==> src/rtl/tlt_pkg.sv <==
// Shared constants, types and the arctangent table for the tilt to corner heights block.
`default_nettype none

package tlt_pkg;

   // Input sample handling.
   localparam int ACCEL_BITS = 16;

   // CORDIC configuration.
   localparam int CORDIC_STEPS = 16;
   localparam int TAB_LEN = 24;
   localparam int CORDIC_ITERS = (CORDIC_STEPS < TAB_LEN) ? CORDIC_STEPS : TAB_LEN;
   localparam int CORDIC_LAT = CORDIC_ITERS + 1;

   // Square root: one result bit per stage.
   localparam int SQRT_BITS = 32;
   localparam int SQRT_IN_BITS = 2 * SQRT_BITS;
   localparam int SQRT_LAT = SQRT_BITS;

   // Quotient units: one quotient bit per stage plus a clamping stage.
   localparam int NUM_BITS = 35;
   localparam int FB_QBITS = 16;
   localparam int FB_LAT = FB_QBITS + 1;
   localparam int LR_QBITS = 17;
   localparam int LR_LAT = LR_QBITS + 1;

   // Datapath widths.
   localparam int CW = 36;
   localparam int AW = 28;
   localparam int TW = 23;

   typedef logic signed [CW-1:0] cordic_word_type;
   typedef logic signed [AW-1:0] angle_type;
   typedef logic signed [15:0] height_type;

   // Sign and zero flags that travel with a quotient.
   typedef struct packed {
      logic neg;
      logic zero;
   } sign_flags_type;

   localparam angle_type DEG90 = angle_type'(90 * 65536);
   localparam angle_type DEG180 = angle_type'(180 * 65536);

   // atan(2^-i) in degrees with 16 fractional bits, rounded.
   localparam logic [TW-1:0] ATAN_TAB [TAB_LEN] = '{
      23'd2949120, 23'd1740967, 23'd919879, 23'd466945,
      23'd234379, 23'd117304, 23'd58666, 23'd29335,
      23'd14668, 23'd7334, 23'd3667, 23'd1833,
      23'd917, 23'd458, 23'd229, 23'd115,
      23'd57, 23'd29, 23'd14, 23'd7,
      23'd4, 23'd2, 23'd1, 23'd0
   };

   // Configuration register indices and reset values.
   localparam int CSR_INDEX_BITS = 4;
   localparam logic [CSR_INDEX_BITS-1:0] CSR_LENGTH = 4'd0;
   localparam logic [CSR_INDEX_BITS-1:0] CSR_WIDTH = 4'd1;
   localparam logic [15:0] LENGTH_RESET = 16'd500;
   localparam logic [15:0] WIDTH_RESET = 16'd200;

endpackage

`default_nettype wire

==> src/rtl/tlt_isqrt.sv <==
// Pipelined integer square root, one result bit resolved per register stage.
`default_nettype none

module tlt_isqrt (
   input  logic                               clock,
   input  logic [tlt_pkg::SQRT_IN_BITS-1:0]   v_in,
   output logic [tlt_pkg::SQRT_BITS-1:0]      root_out
);
   import tlt_pkg::*;

   logic [SQRT_IN_BITS-1:0] rem_ff [SQRT_BITS];
   logic [SQRT_BITS-1:0]    res_ff [SQRT_BITS];

   for (genvar j = 0; j < SQRT_BITS; j++) begin : g_stage
      localparam int B = SQRT_BITS - 1 - j;
      logic [SQRT_IN_BITS-1:0] rem_prev;
      logic [SQRT_IN_BITS-1:0] trial;
      logic [SQRT_BITS-1:0]    res_prev;

      if (j == 0) begin : g_head
         assign rem_prev = v_in;
         assign res_prev = '0;
      end else begin : g_tail
         assign rem_prev = rem_ff[j-1];
         assign res_prev = res_ff[j-1];
      end

      // Setting bit B is allowed when the remainder covers 2*res*2^B + 4^B.
      assign trial = ({{SQRT_BITS{1'b0}}, res_prev} << (B + 1))
                   | ({{(SQRT_IN_BITS-1){1'b0}}, 1'b1} << (2 * B));

      always_ff @(posedge clock) begin
         if (rem_prev >= trial) begin
            rem_ff[j] <= rem_prev - trial;
            res_ff[j] <= res_prev | ({{(SQRT_BITS-1){1'b0}}, 1'b1} << B);
         end else begin
            rem_ff[j] <= rem_prev;
            res_ff[j] <= res_prev;
         end
      end
   end

   assign root_out = res_ff[SQRT_BITS-1];

endmodule

`default_nettype wire

==> config.mk <==
export PLATFORM = sky130hd
export DESIGN_NAME = tlt_isqrt
export DESIGN_NICKNAME = d
export VERILOG_FILES = /design/src/rtl/tlt_pkg.sv /design/src/rtl/tlt_isqrt.sv
export SDC_FILE = /design/constraint.sdc
export NUM_CORES = 2
export LEC_CHECK = 0
export BUFFER_PORTS_ARGS = -buffer_cell sky130_fd_sc_hd__clkbuf_2
export CORE_MARGIN = 3
export CORE_UTILIZATION = 50
export CTS_BUF_LIST = sky130_fd_sc_hd__clkbuf_16
export CTS_CLUSTER_DIAMETER = 60
export CTS_CLUSTER_SIZE = 16
export DETAILED_ROUTE_END_ITERATION = 10
export GPL_ROUTABILITY_DRIVEN = 0
export GPL_TIMING_DRIVEN = 0
export PLACE_DENSITY = 0.65
export SYNTH_ARGS = -nofsm -noshare
export SYNTH_HDL_FRONTEND = slang
export SYNTH_SLANG_ARGS = --single-unit
==> constraint.sdc <==
create_clock -name clock -period 4.2 [get_ports clock]
set_input_delay 0.84 -clock clock [delete_from_list [all_inputs] [get_ports clock]]
set_output_delay 0.84 -clock clock [all_outputs]
set_load 0.01 [all_outputs]
**After elaboration in Yosys (flattened, before gate mapping)**

Memory sizes are Yosys's and may differ from the RTL's.
Index checks and enable logic that the tools add are counted.

- Flip-flop bits (word level): 0
- Bits in writable memories: 3072
- Logic and storage cells: 290
- Memories: 2

- Add/subtract/negate cells: 32
- Magnitude comparators: 32
- Mux-type cells: 160
- Bitwise gates (word level): 64

Memories:

| name | words | bits a word | rd ports | clocked after memory_dff | wr ports | RTL line | source |
|---|---|---|---|---|---|---|---|
| rem_ff | 32 | 64 | 31 | 0 | 32 | tlt_isqrt.sv:11 | `logic [SQRT_IN_BITS-1:0] rem_ff [SQRT_BITS];` |
| res_ff | 32 | 32 | 32 | 0 | 32 | tlt_isqrt.sv:12 | `logic [SQRT_BITS-1:0] res_ff [SQRT_BITS];` |

Operator list:

| operator | number |
|---|---|
| $mux W64 | 32 |
| $mux W32 | 32 |
| $mux W1 | 96 |
| $ge A64 B33 Y1 | 1 |
| $ge A64 B34 Y1 | 1 |
| $ge A64 B35 Y1 | 1 |
| $ge A64 B36 Y1 | 1 |
| $ge A64 B37 Y1 | 1 |
| $ge A64 B38 Y1 | 1 |
| $ge A64 B39 Y1 | 1 |
| $ge A64 B40 Y1 | 1 |
| $ge A64 B41 Y1 | 1 |
| $ge A64 B42 Y1 | 1 |
| $ge A64 B43 Y1 | 1 |
| $ge A64 B44 Y1 | 1 |
| $ge A64 B45 Y1 | 1 |
| $ge A64 B46 Y1 | 1 |
| $ge A64 B47 Y1 | 1 |
| $ge A64 B48 Y1 | 1 |
| $ge A64 B49 Y1 | 1 |
| $ge A64 B50 Y1 | 1 |
| $ge A64 B51 Y1 | 1 |
| $ge A64 B52 Y1 | 1 |
| $ge A64 B53 Y1 | 1 |
| 44 further kinds | 107 |

**Logic depth before layout (Yosys ltp)**

An unclocked memory read counts as a cell.

- Depth in word-level cells: 5
- Mapped depth: 15

**Worst setup path after synthesis**

No wires, ideal clock.

- Path kind: register -> register
- From: memory res_ff[25][27]
- To: memory rem_ff[3][187] (netlist bit)
- Setup time: 0.118 ns
- Arrival time: 3.269 ns
- Required time: 4.082 ns
- Path slack: 0.813 ns
- Stages on the path, launching flop included: 14
- Path buffers: 2
- Cells stage by stage: dfxtp_1 -> inv_1 -> ha_1 -> buf_2 -> and3_1 -> nand3_1 -> or4b_2 -> nor4_1 -> or3_1 -> and3b_1 -> clkbuf_1 -> a311oi_1 -> nand4_1 -> xnor2_1

RTL lines:

| element | RTL line |
|---|---|
| from (decl) | tlt_isqrt.sv:12 |
| to (decl) | tlt_isqrt.sv:11 |

==> metrics.cfg <==
[sta]
tightest_slew_ns=1.16
finalSetupTns_ns=0
maxSlewViolCount=0
final_hold_viol_count=0
finalCriticalPeriod_ns=4.08
finalSetupViolations=0
relSlewSlack_pct=22.1
setup_ws_ns=0.117
finalClockSkew_ns=0.0554
timing.final.crit_share_pct=97.2
fmax_mhz=245

[critical_path]
end_kind=flop
cpMostUsedCell=nand3_1
cp_max_fo=10
cp_cell_sequence=inv_1, ha_1, clkbuf_1, nand3_1, or4_1, a2111oi_2, nand3b_1, buf_2, nand3_1, nor2_1, o2111ai_1, xnor2_1
required_ns=4.90
cp_slowest_cell=or4_1
worst_path_largest_cell_delay_ns=0.70
r2r_slack_ns=0.12
crit_type=flop to flop
cp-start-kind=flop
crit_arrival_ns=4.78

[clock_tree]
cts.root.buffer_cell=clkbuf_16
cts_max_path_buffers=3
clk_latency_ns=0.85
path_clk_slew_ns=0.07
cts_tree=done
cts.sinks=2512
cts_hold_buf=0
h-tree-depth=4
cts_made_buffers=191

[power]
irDropWorstVdd_mv=0.457
power_mw=69.3
power_density_nw_per_um2=657
p_leak_nw=47.7

[yosys]
syn-cell-area_um2=95900
synthSimpleGateAreaFrac_pct=15.7
synthCells=9673
synth_area_leaders=dfxtp_1 (52%), ha_1 (7.3%), xnor2_1 (4.5%)
async_reset_ff_share_pct=0
synth.top_cell.area_share_pct=52.4
ys.flop_type=dfxtp_1
yosys.cell_types.count=91
synth_top_family_by_area=simple AND/OR/NAND/NOR gates
synth-xor-area-share_pct=8.05
synth_common_cells=dfxtp_1 (2512), inv_1 (700), nor2_1 (675), a21oi_1 (609), nand2_1 (579)
synth_fa_ha_area_share_pct=7.28
syn-num-nets=10300
synth_most_common_cell=dfxtp_1
synth.avg_cell_area_um2=9.92
ys_ff_latch=2512
synthMuxAreaShare_pct=1.05
post-synth-top-area-cell=dfxtp_1
synth_edf_count=0
synth_compound_area_share_pct=11.8
yosysSeqAreaShare_pct=52.4
synth_warnings=0

[outcome]
run_status=completed

[routing]
post-route-drc-count=0
dr_total_vias=69700
drtAntennaViolNets=0
wl_per_cell_um=18.9
first_iter_violations=5526
post_drt_via_cell_ratio=5.55
firstDrtPassIters=8
wirelength_um=238000

[finish]
layout.nets=10600
n_fill_cell=16600
utilization_pct=55.4
syn2layout_area_growth_pct=10.0
drive_above_1_share_pct=5.85

[die]
dieArea_um2=197000
initial_utilization_pct=50.4
core_um2=190000
fp-row-count=160
ioPinCount=97
chipHeight_um=444
fp.dieW_um=444

[placement]
hpwlAfterDp_um=188000
pre_cts_ws_ns=-0.937
io_buffers=96

[global_routing]
grtUsageMet3_pct=3.75
grt_pass1_vias=68400
grt_pass1_wl_um=371000
antenna_found_initial=14
grt_max_degree=17
gr-usage-met1_pct=31.0
gr-total-overflow=0
met2_usage_pct=39.8
top_usage_layer=met2
track_usage_pct=23.4

[job]
max_cap_violations=0

[worst_hold_path]
worstHoldPathType=input port to flop

-- metrics by stage --
| stage | cells | area, um^2 | hold WS [ns] |
|---|---|---|---|
| floorplan | 9673 | 95900 | 0.322 |
| global placement | 12300 | 99600 | 0.329 |
| CTS | 12600 | 105000 | 0.0198 |
| detailed placement | 12300 | 99600 | 0.331 |
| finish | 12600 | 106000 | 0.0925 |
| global route | 12600 | 106000 | 0.0438 |
-- layout by cell type, fill, tap and decap left out, drive strengths merged, types with 46 or more instances in the layout --
master | netlist | layout
nor4 | 326 | 326
xor2 | 392 | 392
nand2 | 579 | 579
o21bai | 50 | 50
a21oi | 609 | 609
or3 | 116 | 116
or4 | 76 | 76
nand3 | 188 | 188
nor4b | 62 | 62
o21a | 109 | 109
inv | 703 | 732
o21ai | 415 | 415
nand4 | 163 | 163
a31oi | 46 | 46
dfxtp | 2512 | 2512
clkbuf | 182 | 469
ha | 558 | 558
nor2 | 675 | 675
mux2 | 84 | 84
nor2b | 81 | 81
nand2b | 87 | 87
nor3 | 256 | 256
xnor2 | 490 | 490
a21o | 220 | 220
-- cell families (layout without fill, tap and decap cells) --
group | after synthesis | count (layout)
multiplexers | 89 | 89
buffers and inverters | 924 | 1290
adder cells (fa/ha/maj) | 558 | 558
XOR/XNOR | 882 | 882
flip-flops | 2512 | 2512
other | 0 | 2
AND/OR/NAND/NOR | 2887 | 2887
AO/OA/AOI/OAI | 1821 | 1821
-- worst max-delay path, delay by kind of cell (launching register included) --
family | cells | cell delay (ns)
simple gates | 5 | 1.66
flops | 1 | 0.36
buf+inv | 3 | 0.68
compound gates | 2 | 0.82
xor+xnor | 1 | 0.17
fa+ha+maj | 1 | 0.26
-- flip-flops by register name, indices dropped and copies added, names as in the netlist --
register and flops:
res_ff 528, rem_ff 1984
-- power breakdown --
| group | switching [mW] | internal (mW) |
|---|---|---|
| clock | 8.43 | 8.88 |
| sequential | 4.60 | 29.2 |
| combinational | 10.2 | 7.99 |
-- per-layer routing --
layer | vias up | routed length, um
met4 | 4 | 5320
met3 | 363 | 13700
met2 | 1893 | 113000
met5 | - | 32
met1 | 33200 | 106000
li1 | 34200 | -
-- layout make-up --
type / instances / area (um^2) / share of cell area (%)
tap: 2511 / 3140 / 2.98
buffer: 215 / 913 / 0.865
clock buffer: 191 / 4780 / 4.53
clock inverter: 78 / 986 / 0.934
antenna: 2 / 5.00 / 0.00474
inverter: 706 / 2660 / 2.52
multi-input combinational: 6237 / 42300 / 40.1
timing repair buffer: 100 / 503 / 0.476
sequential: 2512 / 50300 / 47.6
-- worst paths after layout --
path / from / endpoint / cells after the start
max: res_ff[27][25] / rem_ff[3][318] / 12
min: v_in[61] / rem_ff[0][61] / 1
max reg2reg: res_ff[27][25] / rem_ff[3][318] / 12
min reg2reg: rem_ff[3][4] / rem_ff[3][68] / 0
-- timing repair --
item | 4_1_cts | 5_1_grt
buffers inserted | 0 | 1
pin swaps | 2 | 2
endpoints found under the setup margin | 210 | 281
resized for setup | 21 | 54
gates cloned | 0 | 0
No activity file was read; power rests on OpenSTA's default activity.
