## src/rtl/tlt_pkg.sv

```systemverilog
// Shared constants, types and the arctangent table for the tilt to corner heights block.
`default_nettype none

package tlt_pkg;

   // Input sample handling.
   localparam int ACCEL_BITS = 16;

   // CORDIC configuration.
   localparam int CORDIC_STEPS = 16;
   localparam int TAB_LEN = 24;
   localparam int CORDIC_ITERS = (CORDIC_STEPS < TAB_LEN) ? CORDIC_STEPS : TAB_LEN;
   localparam int CORDIC_LAT = CORDIC_ITERS + 1;

   // Square root: one result bit per stage.
   localparam int SQRT_BITS = 32;
   localparam int SQRT_IN_BITS = 2 * SQRT_BITS;
   localparam int SQRT_LAT = SQRT_BITS;

   // Quotient units: one quotient bit per stage plus a clamping stage.
   localparam int NUM_BITS = 35;
   localparam int FB_QBITS = 16;
   localparam int FB_LAT = FB_QBITS + 1;
   localparam int LR_QBITS = 17;
   localparam int LR_LAT = LR_QBITS + 1;

   // Datapath widths.
   localparam int CW = 36;
   localparam int AW = 28;
   localparam int TW = 23;

   typedef logic signed [CW-1:0] cordic_word_type;
   typedef logic signed [AW-1:0] angle_type;
   typedef logic signed [15:0] height_type;

   // Sign and zero flags that travel with a quotient.
   typedef struct packed {
      logic neg;
      logic zero;
   } sign_flags_type;

   localparam angle_type DEG90 = angle_type'(90 * 65536);
   localparam angle_type DEG180 = angle_type'(180 * 65536);

   // atan(2^-i) in degrees with 16 fractional bits, rounded.
   localparam logic [TW-1:0] ATAN_TAB [TAB_LEN] = '{
      23'd2949120, 23'd1740967, 23'd919879, 23'd466945,
      23'd234379, 23'd117304, 23'd58666, 23'd29335,
      23'd14668, 23'd7334, 23'd3667, 23'd1833,
      23'd917, 23'd458, 23'd229, 23'd115,
      23'd57, 23'd29, 23'd14, 23'd7,
      23'd4, 23'd2, 23'd1, 23'd0
   };

   // Configuration register indices and reset values.
   localparam int CSR_INDEX_BITS = 4;
   localparam logic [CSR_INDEX_BITS-1:0] CSR_LENGTH = 4'd0;
   localparam logic [CSR_INDEX_BITS-1:0] CSR_WIDTH = 4'd1;
   localparam logic [15:0] LENGTH_RESET = 16'd500;
   localparam logic [15:0] WIDTH_RESET = 16'd200;

endpackage

`default_nettype wire

```

## src/rtl/tlt_lr_div.sv

```systemverilog
// Pipelined restoring divider giving a truncated signed quotient saturated to 16 bits.
`default_nettype none

module tlt_lr_div (
   input  logic                              clock,
   input  logic [tlt_pkg::NUM_BITS-1:0]      num_in,
   input  logic [15:0]                       d_in,
   input  tlt_pkg::sign_flags_type           flags_in,
   output tlt_pkg::height_type               lr_out
);
   import tlt_pkg::*;

   logic [NUM_BITS-1:0]  rem_ff [LR_QBITS];
   logic [LR_QBITS-1:0]  q_ff   [LR_QBITS];
   logic [15:0]          d_ff   [LR_QBITS];
   logic                 ovf_ff [LR_QBITS];
   sign_flags_type       flg_ff [LR_QBITS];
   height_type           lr_ff;
   logic                 ovf_first;

   // A quotient that needs more bits than the stages give saturates anyway.
   assign ovf_first = {1'b0, num_in} >= ({{(NUM_BITS+1-16){1'b0}}, d_in} << LR_QBITS);

   for (genvar j = 0; j < LR_QBITS; j++) begin : g_stage
      localparam int K = LR_QBITS - 1 - j;
      logic [NUM_BITS-1:0] rem_prev;
      logic [LR_QBITS-1:0] q_prev;
      logic [15:0]         d_prev;
      logic                ovf_prev;
      sign_flags_type      flg_prev;
      logic [NUM_BITS-1:0] dsh;

      if (j == 0) begin : g_head
         assign rem_prev = num_in;
         assign q_prev = '0;
         assign d_prev = d_in;
         assign ovf_prev = ovf_first;
         assign flg_prev = flags_in;
      end else begin : g_tail
         assign rem_prev = rem_ff[j-1];
         assign q_prev = q_ff[j-1];
         assign d_prev = d_ff[j-1];
         assign ovf_prev = ovf_ff[j-1];
         assign flg_prev = flg_ff[j-1];
      end

      assign dsh = {{(NUM_BITS-16){1'b0}}, d_prev} << K;

      always_ff @(posedge clock) begin
         d_ff[j] <= d_prev;
         ovf_ff[j] <= ovf_prev;
         flg_ff[j] <= flg_prev;
         if (rem_prev >= dsh) begin
            rem_ff[j] <= rem_prev - dsh;
            q_ff[j] <= q_prev | ({{(LR_QBITS-1){1'b0}}, 1'b1} << K);
         end else begin
            rem_ff[j] <= rem_prev;
            q_ff[j] <= q_prev;
         end
      end
   end

   // Clamp to the signed 16-bit range and apply the sign.
   logic [16:0]    cap;
   logic [16:0]    qx;
   logic [16:0]    mag;
   sign_flags_type flg_last;

   assign flg_last = flg_ff[LR_QBITS-1];
   assign cap = flg_last.neg ? 17'd32768 : 17'd32767;
   assign qx = 17'(q_ff[LR_QBITS-1]);
   assign mag = (ovf_ff[LR_QBITS-1] || (qx > cap)) ? cap : qx;

   always_ff @(posedge clock) begin
      if (flg_last.zero) begin
         lr_ff <= '0;
      end else if (flg_last.neg) begin
         lr_ff <= height_type'(-mag);
      end else begin
         lr_ff <= height_type'(mag);
      end
   end

   assign lr_out = lr_ff;

endmodule

`default_nettype wire

```

## config.mk

```make
export PLATFORM = sky130hd
export DESIGN_NAME = tlt_lr_div
export DESIGN_NICKNAME = d
export VERILOG_FILES = /design/src/rtl/tlt_pkg.sv /design/src/rtl/tlt_lr_div.sv
export SDC_FILE = /design/constraint.sdc
export NUM_CORES = 2
export LEC_CHECK = 0
export ABC_CLOCK_PERIOD_IN_PS = 5800
export BUFFER_PORTS_ARGS = -buffer_cell sky130_fd_sc_hd__buf_4
export CAP_MARGIN = 15
export CORE_MARGIN = 2
export CORE_UTILIZATION = 60
export CTS_BUF_LIST = sky130_fd_sc_hd__clkbuf_4 sky130_fd_sc_hd__clkbuf_8
export CTS_CLUSTER_SIZE = 28
export DETAILED_ROUTE_END_ITERATION = 10
export PLACE_DENSITY = 0.77
export RECOVER_POWER = 50
export SKIP_LAST_GASP = 1
export SYNTH_ARGS = -nofsm -noshare
export SYNTH_HDL_FRONTEND = slang
export SYNTH_SLANG_ARGS = --single-unit
```

## constraint.sdc

```tcl
create_clock -name clock -period 5.8 [get_ports clock]
set_clock_uncertainty 0.15 [all_clocks]
set_input_delay 0.58 -clock clock [delete_from_list [all_inputs] [get_ports clock]]
set_output_delay 0.58 -clock clock [all_outputs]
set_load 0.005 [all_outputs]
```

### Word-level counts from Yosys, hierarchy flattened

Memory sizes are Yosys's and may differ from the RTL's.
Cells that the tools add are included.

| cells by class | value |
|---|---|
| add/subtract/negate cells | 18 |
| magnitude comparators | 19 |
| multiplexer cells | 88 |
| bitwise gates (word level) | 34 |
| reductions and logical operators | 1 |

Operators with widths:

| kind | number |
|---|---|
| two-way mux 35 bit | 17 |
| two-way mux 17 bit | 17 |
| two-way mux 1 bit | 51 |
| two-way mux 16 bit | 3 |
| >= comparator 35 x 16 -> 1 bit | 1 |
| >= comparator 35 x 17 -> 1 bit | 1 |
| >= comparator 35 x 18 -> 1 bit | 1 |
| >= comparator 35 x 19 -> 1 bit | 1 |
| >= comparator 35 x 20 -> 1 bit | 1 |
| >= comparator 35 x 21 -> 1 bit | 1 |
| >= comparator 35 x 22 -> 1 bit | 1 |
| >= comparator 35 x 23 -> 1 bit | 1 |
| >= comparator 35 x 24 -> 1 bit | 1 |
| >= comparator 35 x 25 -> 1 bit | 1 |
| >= comparator 35 x 26 -> 1 bit | 1 |
| >= comparator 35 x 27 -> 1 bit | 1 |
| >= comparator 35 x 28 -> 1 bit | 1 |
| >= comparator 35 x 29 -> 1 bit | 1 |
| >= comparator 35 x 30 -> 1 bit | 1 |
| >= comparator 35 x 31 -> 1 bit | 1 |
| >= comparator 35 x 32 -> 1 bit | 1 |
| >= comparator 35 x 33 -> 1 bit | 1 |
| subtractor 35 x 16 -> 35 bit | 1 |
| subtractor 35 x 17 -> 35 bit | 1 |
| 19 further kinds | 52 |

| storage, ports and cells | value |
|---|---|
| register bits | 16 |
| bits in writable memories | 1207 |
| output and inout port bits | 16 |
| memories kept | 5 |

Memories:

| name | words | bits a word | rd ports | clocked after memory_dff | write ports | line | text |
|---|---|---|---|---|---|---|---|
| rem_ff | 17 | 35 | 16 | 0 | 17 | tlt_lr_div.sv:13 | `logic [NUM_BITS-1:0] rem_ff [LR_QBITS];` |
| q_ff | 17 | 17 | 17 | 0 | 17 | tlt_lr_div.sv:14 | `logic [LR_QBITS-1:0] q_ff [LR_QBITS];` |
| d_ff | 17 | 16 | 16 | 0 | 17 | tlt_lr_div.sv:15 | `logic [15:0] d_ff [LR_QBITS];` |
| flg_ff | 17 | 2 | 17 | 0 | 17 | tlt_lr_div.sv:17 | `sign_flags_type flg_ff [LR_QBITS];` |
| ovf_ff | 17 | 1 | 17 | 0 | 17 | tlt_lr_div.sv:16 | `logic ovf_ff [LR_QBITS];` |

### Longest topological paths before layout

An unclocked memory read counts as a cell.

| logic depth | value |
|---|---|
| depth after elaboration | 7 |
| gate-level depth with buffers | 18 |
| gate-level depth less buffers | 15 |

### Least setup slack after synthesis

No wires, ideal clock.

| timing path | value |
|---|---|
| path kind | reg2reg |
| from | mem flg_ff[8][1] (netlist bit) |
| to | reg lr_ff[14], in the netlist lr_out[14] |
| library setup time | 0.136 ns |
| arrival time | 3.828 ns |
| required time | 5.514 ns |
| path slack | 1.686 ns |
| cell stages (with the launch flop) | 18 |
| buffers on the path | 3 |
| clock period less this slack | 4.114 ns |
| cells stage by stage | dfxtp_1 > clkbuf_1 > clkinv_1 > ha_1 > nand3_1 > or3b_2 > o211ai_1 > a21oi_1 > o21ai_1 > clkbuf_1 > nand2_1 > o21ai_0 > ha_1 > clkbuf_1 > nand2_1 > or2_2 > a21oi_1 > a211oi_1 |

RTL lines:

| item | line | text |
|---|---|---|
| from (decl) | tlt_lr_div.sv:17 |  |
| to (signal assigned) | tlt_lr_div.sv:78 | `lr_ff <= height_type'(-mag);` |
| to (signal assigned) | tlt_lr_div.sv:80 | `lr_ff <= height_type'(mag);` |
| to (decl) | tlt_lr_div.sv:18 | `height_type lr_ff;` |

==> run_results.csv <==
group,metric,value,unit
synthesis,largest_family_of_logic_cells_by_synthesized_area,"simple AND/OR/NAND/NOR gates",
placed_design,dp_hpwl,64.77,mm
synthesis,synth_cells,4232,
synthesis,post_synth_fa_ha_maj_area_fraction,9.973,%
power,clkPwrFrac,25.9,%
timing,fin_crit_sh,67.39,%
layout,seq_area,0.02074,mm2
power,peakVddDrop,0.3105,mV
layout,fillCellCount,5038,
die,floorplan.initialDensity,60.58,%
critical_path,worstSetupEndpointType,"flip-flop",
global_route,number_of_global_route_vias_before_repair,30340,
placed_design,port-buffer-count,69,
power,switching_power,0.008781,W
timing,final_critical_delay_including_setup_and_external_delays,3.909,ns
global_route,grt_antenna_before_repair,2,
power,power_density,542.9,mW/mm2
timing,timing_worst_slew_pin_value,1.126,ns
critical_path,critical_path.reg2reg.startpoint,"d_ff[0][209]",
layout,layout-area-overhead-vs-synth,13.66,%
power,total_leakage_power,21.01,nW
synthesis,synth.yosys.seq_area_share,50.00,%
clock_network,cts_root_buffer,"sky130_fd_sc_hd__clkbuf_8",
synthesis,mappedNetlistArea,0.04148,mm2
die,io_pins,70,
min_path,hold_start,"q_ff[13][8]",
critical_path,worst_ep_required_time,6.41,ns
detailed_routing,routed_via_density,5.534,
timing,achievable-frequency,255.8,MHz
timing,setup_repair_after_global_routing_missed_its_margin,"no",
synthesis,synth_enable_flop_cells,0,
outcome,run_status,"finished, final reports clean",
synthesis,synthesis.nets,4607,
placed_design,gp_congestion,0.9007,
detailed_routing,drtPass1Iterations,7,
detailed_routing,detailroute.via_count,30310,
clock_network,cts_tree,"done",
layout,multi_input_area,0.01913,mm2
detailed_routing,antenna_violating_nets_post_route,0,
die,chip_height,266.9,um
detailed_routing,number_of_remaining_drc_errors,0,
power,seq_power_share,39.9,%
layout,utilization,68.85,%
synthesis,synthesized_area_per_cell,9.801,um2
die,placement_rows,96,
layout,fin_cells,5477,
clock_network,worstSkewPairLatency,0.83,ns
synthesis,synthArstFlopShare,0,%
global_route,grt_ovf,0,
clock_network,cts.clk_slew.worst_paths,0.06,ns
timing,fin_setup_tns,0,ns
synthesis,ys_ff_latch,1036,
clock_network,cts_made_buffers,157,
power,power.total,0.02560,W
global_route,grt.total_usage,25.59,%
die,placeableCoreArea,0.06847,mm2
critical_path,cp_startpoint,"d_ff[0][209]",
synthesis,yosys.area_share.xor_xnor,7.032,%
synthesis,synth_flop_cell,"sky130_fd_sc_hd__dfxtp_1",
global_route,grt_pass1_wl,147.2,mm
placed_design,place.detailed.instances,5134,
die,floorplan.die_area,0.07125,mm2
synthesis,synth.area.mux_share,1.922,%
critical_path,timing.critical_path.arrival,4.52,ns
power,cell_internal_pwr,0.01681,W
clock_network,htreeDepth,4,
power,comb_power_share,34.3,%
synthesis,ys_types,82,
critical_path,rr_worst_depth,14,
clock_network,cts.sinks,1036,
detailed_routing,initialDrtViolationCount,1619,
synthesis,yosysWarnings,0,
die,floorplan.die.width,266.9,um
critical_path,worstPathMaxFanout,20,
clock_network,cts_resized,0,
layout,fin_nets,4841,
min_path,worst_hold_path_type,"flip-flop to flip-flop",
run,maxCapViolCount,0,
critical_path,setup.worst_path.start_class,"flip-flop",
timing,report.final.setup_viol,0,
timing,final-hold-violation-count,0,
detailed_routing,wirelength,90.03,mm
clock_network,clock_path_buffers,3,
timing,report.final.slew_viol_count,0,
timing,max-slew-margin-rel,24.93,%
synthesis,synth-compound-area-share,13.02,%
power,power.switching_fraction,34.31,%
min_path,worst_hold_path.num_cells,0,
detailed_routing,post_drt_wl_per_cell,16.44,um
layout,post_route_cells_drive_above_1_share,10.23,%
synthesis,yosys.area_share.simple,14.15,%
critical_path,path_class,"flip-flop to flip-flop",
global_route,grt_max_degree,39,
cells in the final DEF (no fill, tap or decap), types with 55 or more instances in the layout:
master / count
sky130_fd_sc_hd__nand2_1: 259
sky130_fd_sc_hd__nor3_1: 102
sky130_fd_sc_hd__inv_1: 362
sky130_fd_sc_hd__o21ai_0: 229
sky130_fd_sc_hd__xor2_1: 165
sky130_fd_sc_hd__dfxtp_1: 1036
sky130_fd_sc_hd__mux2_2: 56
sky130_fd_sc_hd__o21a_1: 55
sky130_fd_sc_hd__ha_1: 305
sky130_fd_sc_hd__clkbuf_8: 201
sky130_fd_sc_hd__nand3_1: 58
sky130_fd_sc_hd__buf_4: 85
sky130_fd_sc_hd__a21oi_1: 282
sky130_fd_sc_hd__xnor2_1: 168
sky130_fd_sc_hd__nor4_1: 75
sky130_fd_sc_hd__nor2_1: 315
sky130_fd_sc_hd__nand2b_1: 67
sky130_fd_sc_hd__a21o_1: 99
logic make-up (layout without fill, tap and decap cells):
group,after synthesis,after routing
DFF,1036,1036
AOI/OAI and AO/OA,877,877
buffers and inverters,428,789
other,0,2
and+or+nand+nor,1165,1165
muxes,72,72
adders and majority gates,321,321
xor gates and xnor gates,333,333
worst paths after layout:
kind / slack (ns) / to
worst max-delay path: 1.89 / rem_ff[14][30]
worst min-delay path: 0.17 / q_ff[14][8]
worst max register to register: 1.89 / rem_ff[14][30]
worst min register to register: 0.17 / q_ff[14][8]
critical path, cell delays in order (launching register included):
cell,delay [ns]
sky130_fd_sc_hd__dfxtp_1,0.37
sky130_fd_sc_hd__inv_1,0.06
sky130_fd_sc_hd__ha_1,0.29
sky130_fd_sc_hd__nor2b_1,0.20
sky130_fd_sc_hd__o31ai_1,0.14
sky130_fd_sc_hd__a221oi_1,0.68
sky130_fd_sc_hd__a311oi_1,0.34
sky130_fd_sc_hd__o21a_1,0.26
sky130_fd_sc_hd__buf_4,0.20
sky130_fd_sc_hd__inv_1,0.07
sky130_fd_sc_hd__buf_4,0.21
sky130_fd_sc_hd__and4_1,0.39
sky130_fd_sc_hd__nand2_1,0.13
sky130_fd_sc_hd__nor3_1,0.18
sky130_fd_sc_hd__xor2_1,0.15
flip-flops by register name (all words and copies together), names as in the netlist:
name / cells
flg_ff: 34
q_ff: 153
lr_out: 16
rem_ff: 560
ovf_ff: 17
d_ff: 256
synthesized netlist by cell type, types with 67 or more instances:
cell type | instances | area, um2
sky130_fd_sc_hd__dfxtp_1 | 1036 | 20740
sky130_fd_sc_hd__inv_1 | 362 | 1359
sky130_fd_sc_hd__nor2_1 | 315 | 1182
sky130_fd_sc_hd__ha_1 | 305 | 3816
sky130_fd_sc_hd__a21oi_1 | 282 | 1411
sky130_fd_sc_hd__nand2_1 | 259 | 972.2
sky130_fd_sc_hd__o21ai_0 | 231 | 1156
sky130_fd_sc_hd__xnor2_1 | 168 | 1471
sky130_fd_sc_hd__xor2_1 | 165 | 1445
sky130_fd_sc_hd__nor3_1 | 102 | 510.5
sky130_fd_sc_hd__a21o_1 | 99 | 743.2
sky130_fd_sc_hd__nor4_1 | 75 | 469.2
sky130_fd_sc_hd__nand2b_1 | 67 | 419.2
stage by stage:
step | hold WS [ns] | worst slack, ns | area, um2
3_3_place_gp | 0.1595 | 2.056 | 42980
3_5_place_dp | 0.1621 | 1.945 | 42980
5_1_grt | 0.1640 | 1.534 | 47140
4_1_cts | 0.1509 | 1.921 | 47130
2_1_floorplan | 0.1596 | 1.686 | 41480
6_report | 0.1697 | 1.891 | 47140
layout make-up:
type / count / area share, %
clock inverters: 48 / 1.192
well taps: 882 / 2.341
clock buffers: 238 / 6.458
repair buffers: 140 / 2.524
diodes: 2 / 0.01062
inverters: 363 / 2.890
flip-flops and latches: 1036 / 43.99
multi-input cells: 2768 / 40.59
per-layer routing:
metal	routed length [um]	vias to the layer above	GRT usage, %	part of all wire (%)
met3	3645	243	4.982	4.0
met4	4064	0	13.24	4.5
li1	-	15160	-	-
met5	0	-	0	0
met2	46540	692	47.68	52
met1	35780	14210	27.24	40
power groups by stage:
stage | clock (W) | sequential (W) | combinational, W
global route | 0.00706 | 0.0104 | 0.00986
detailed placement | 0 | 0.0103 | 0.00858
global placement | 0 | 0.0103 | 0.00841
finish | 0.00662 | 0.0102 | 0.00877
CTS | 0.00675 | 0.0102 | 0.00872
floorplan | 0 | 0.00988 | 0.00699
repair_timing:
action,CTS,global route
hold endpoints to repair,54,0
setup endpoints to repair,0,0
setup buffers,0,0
hold buffers,54,0
Power figures use the tool's default switching activity.
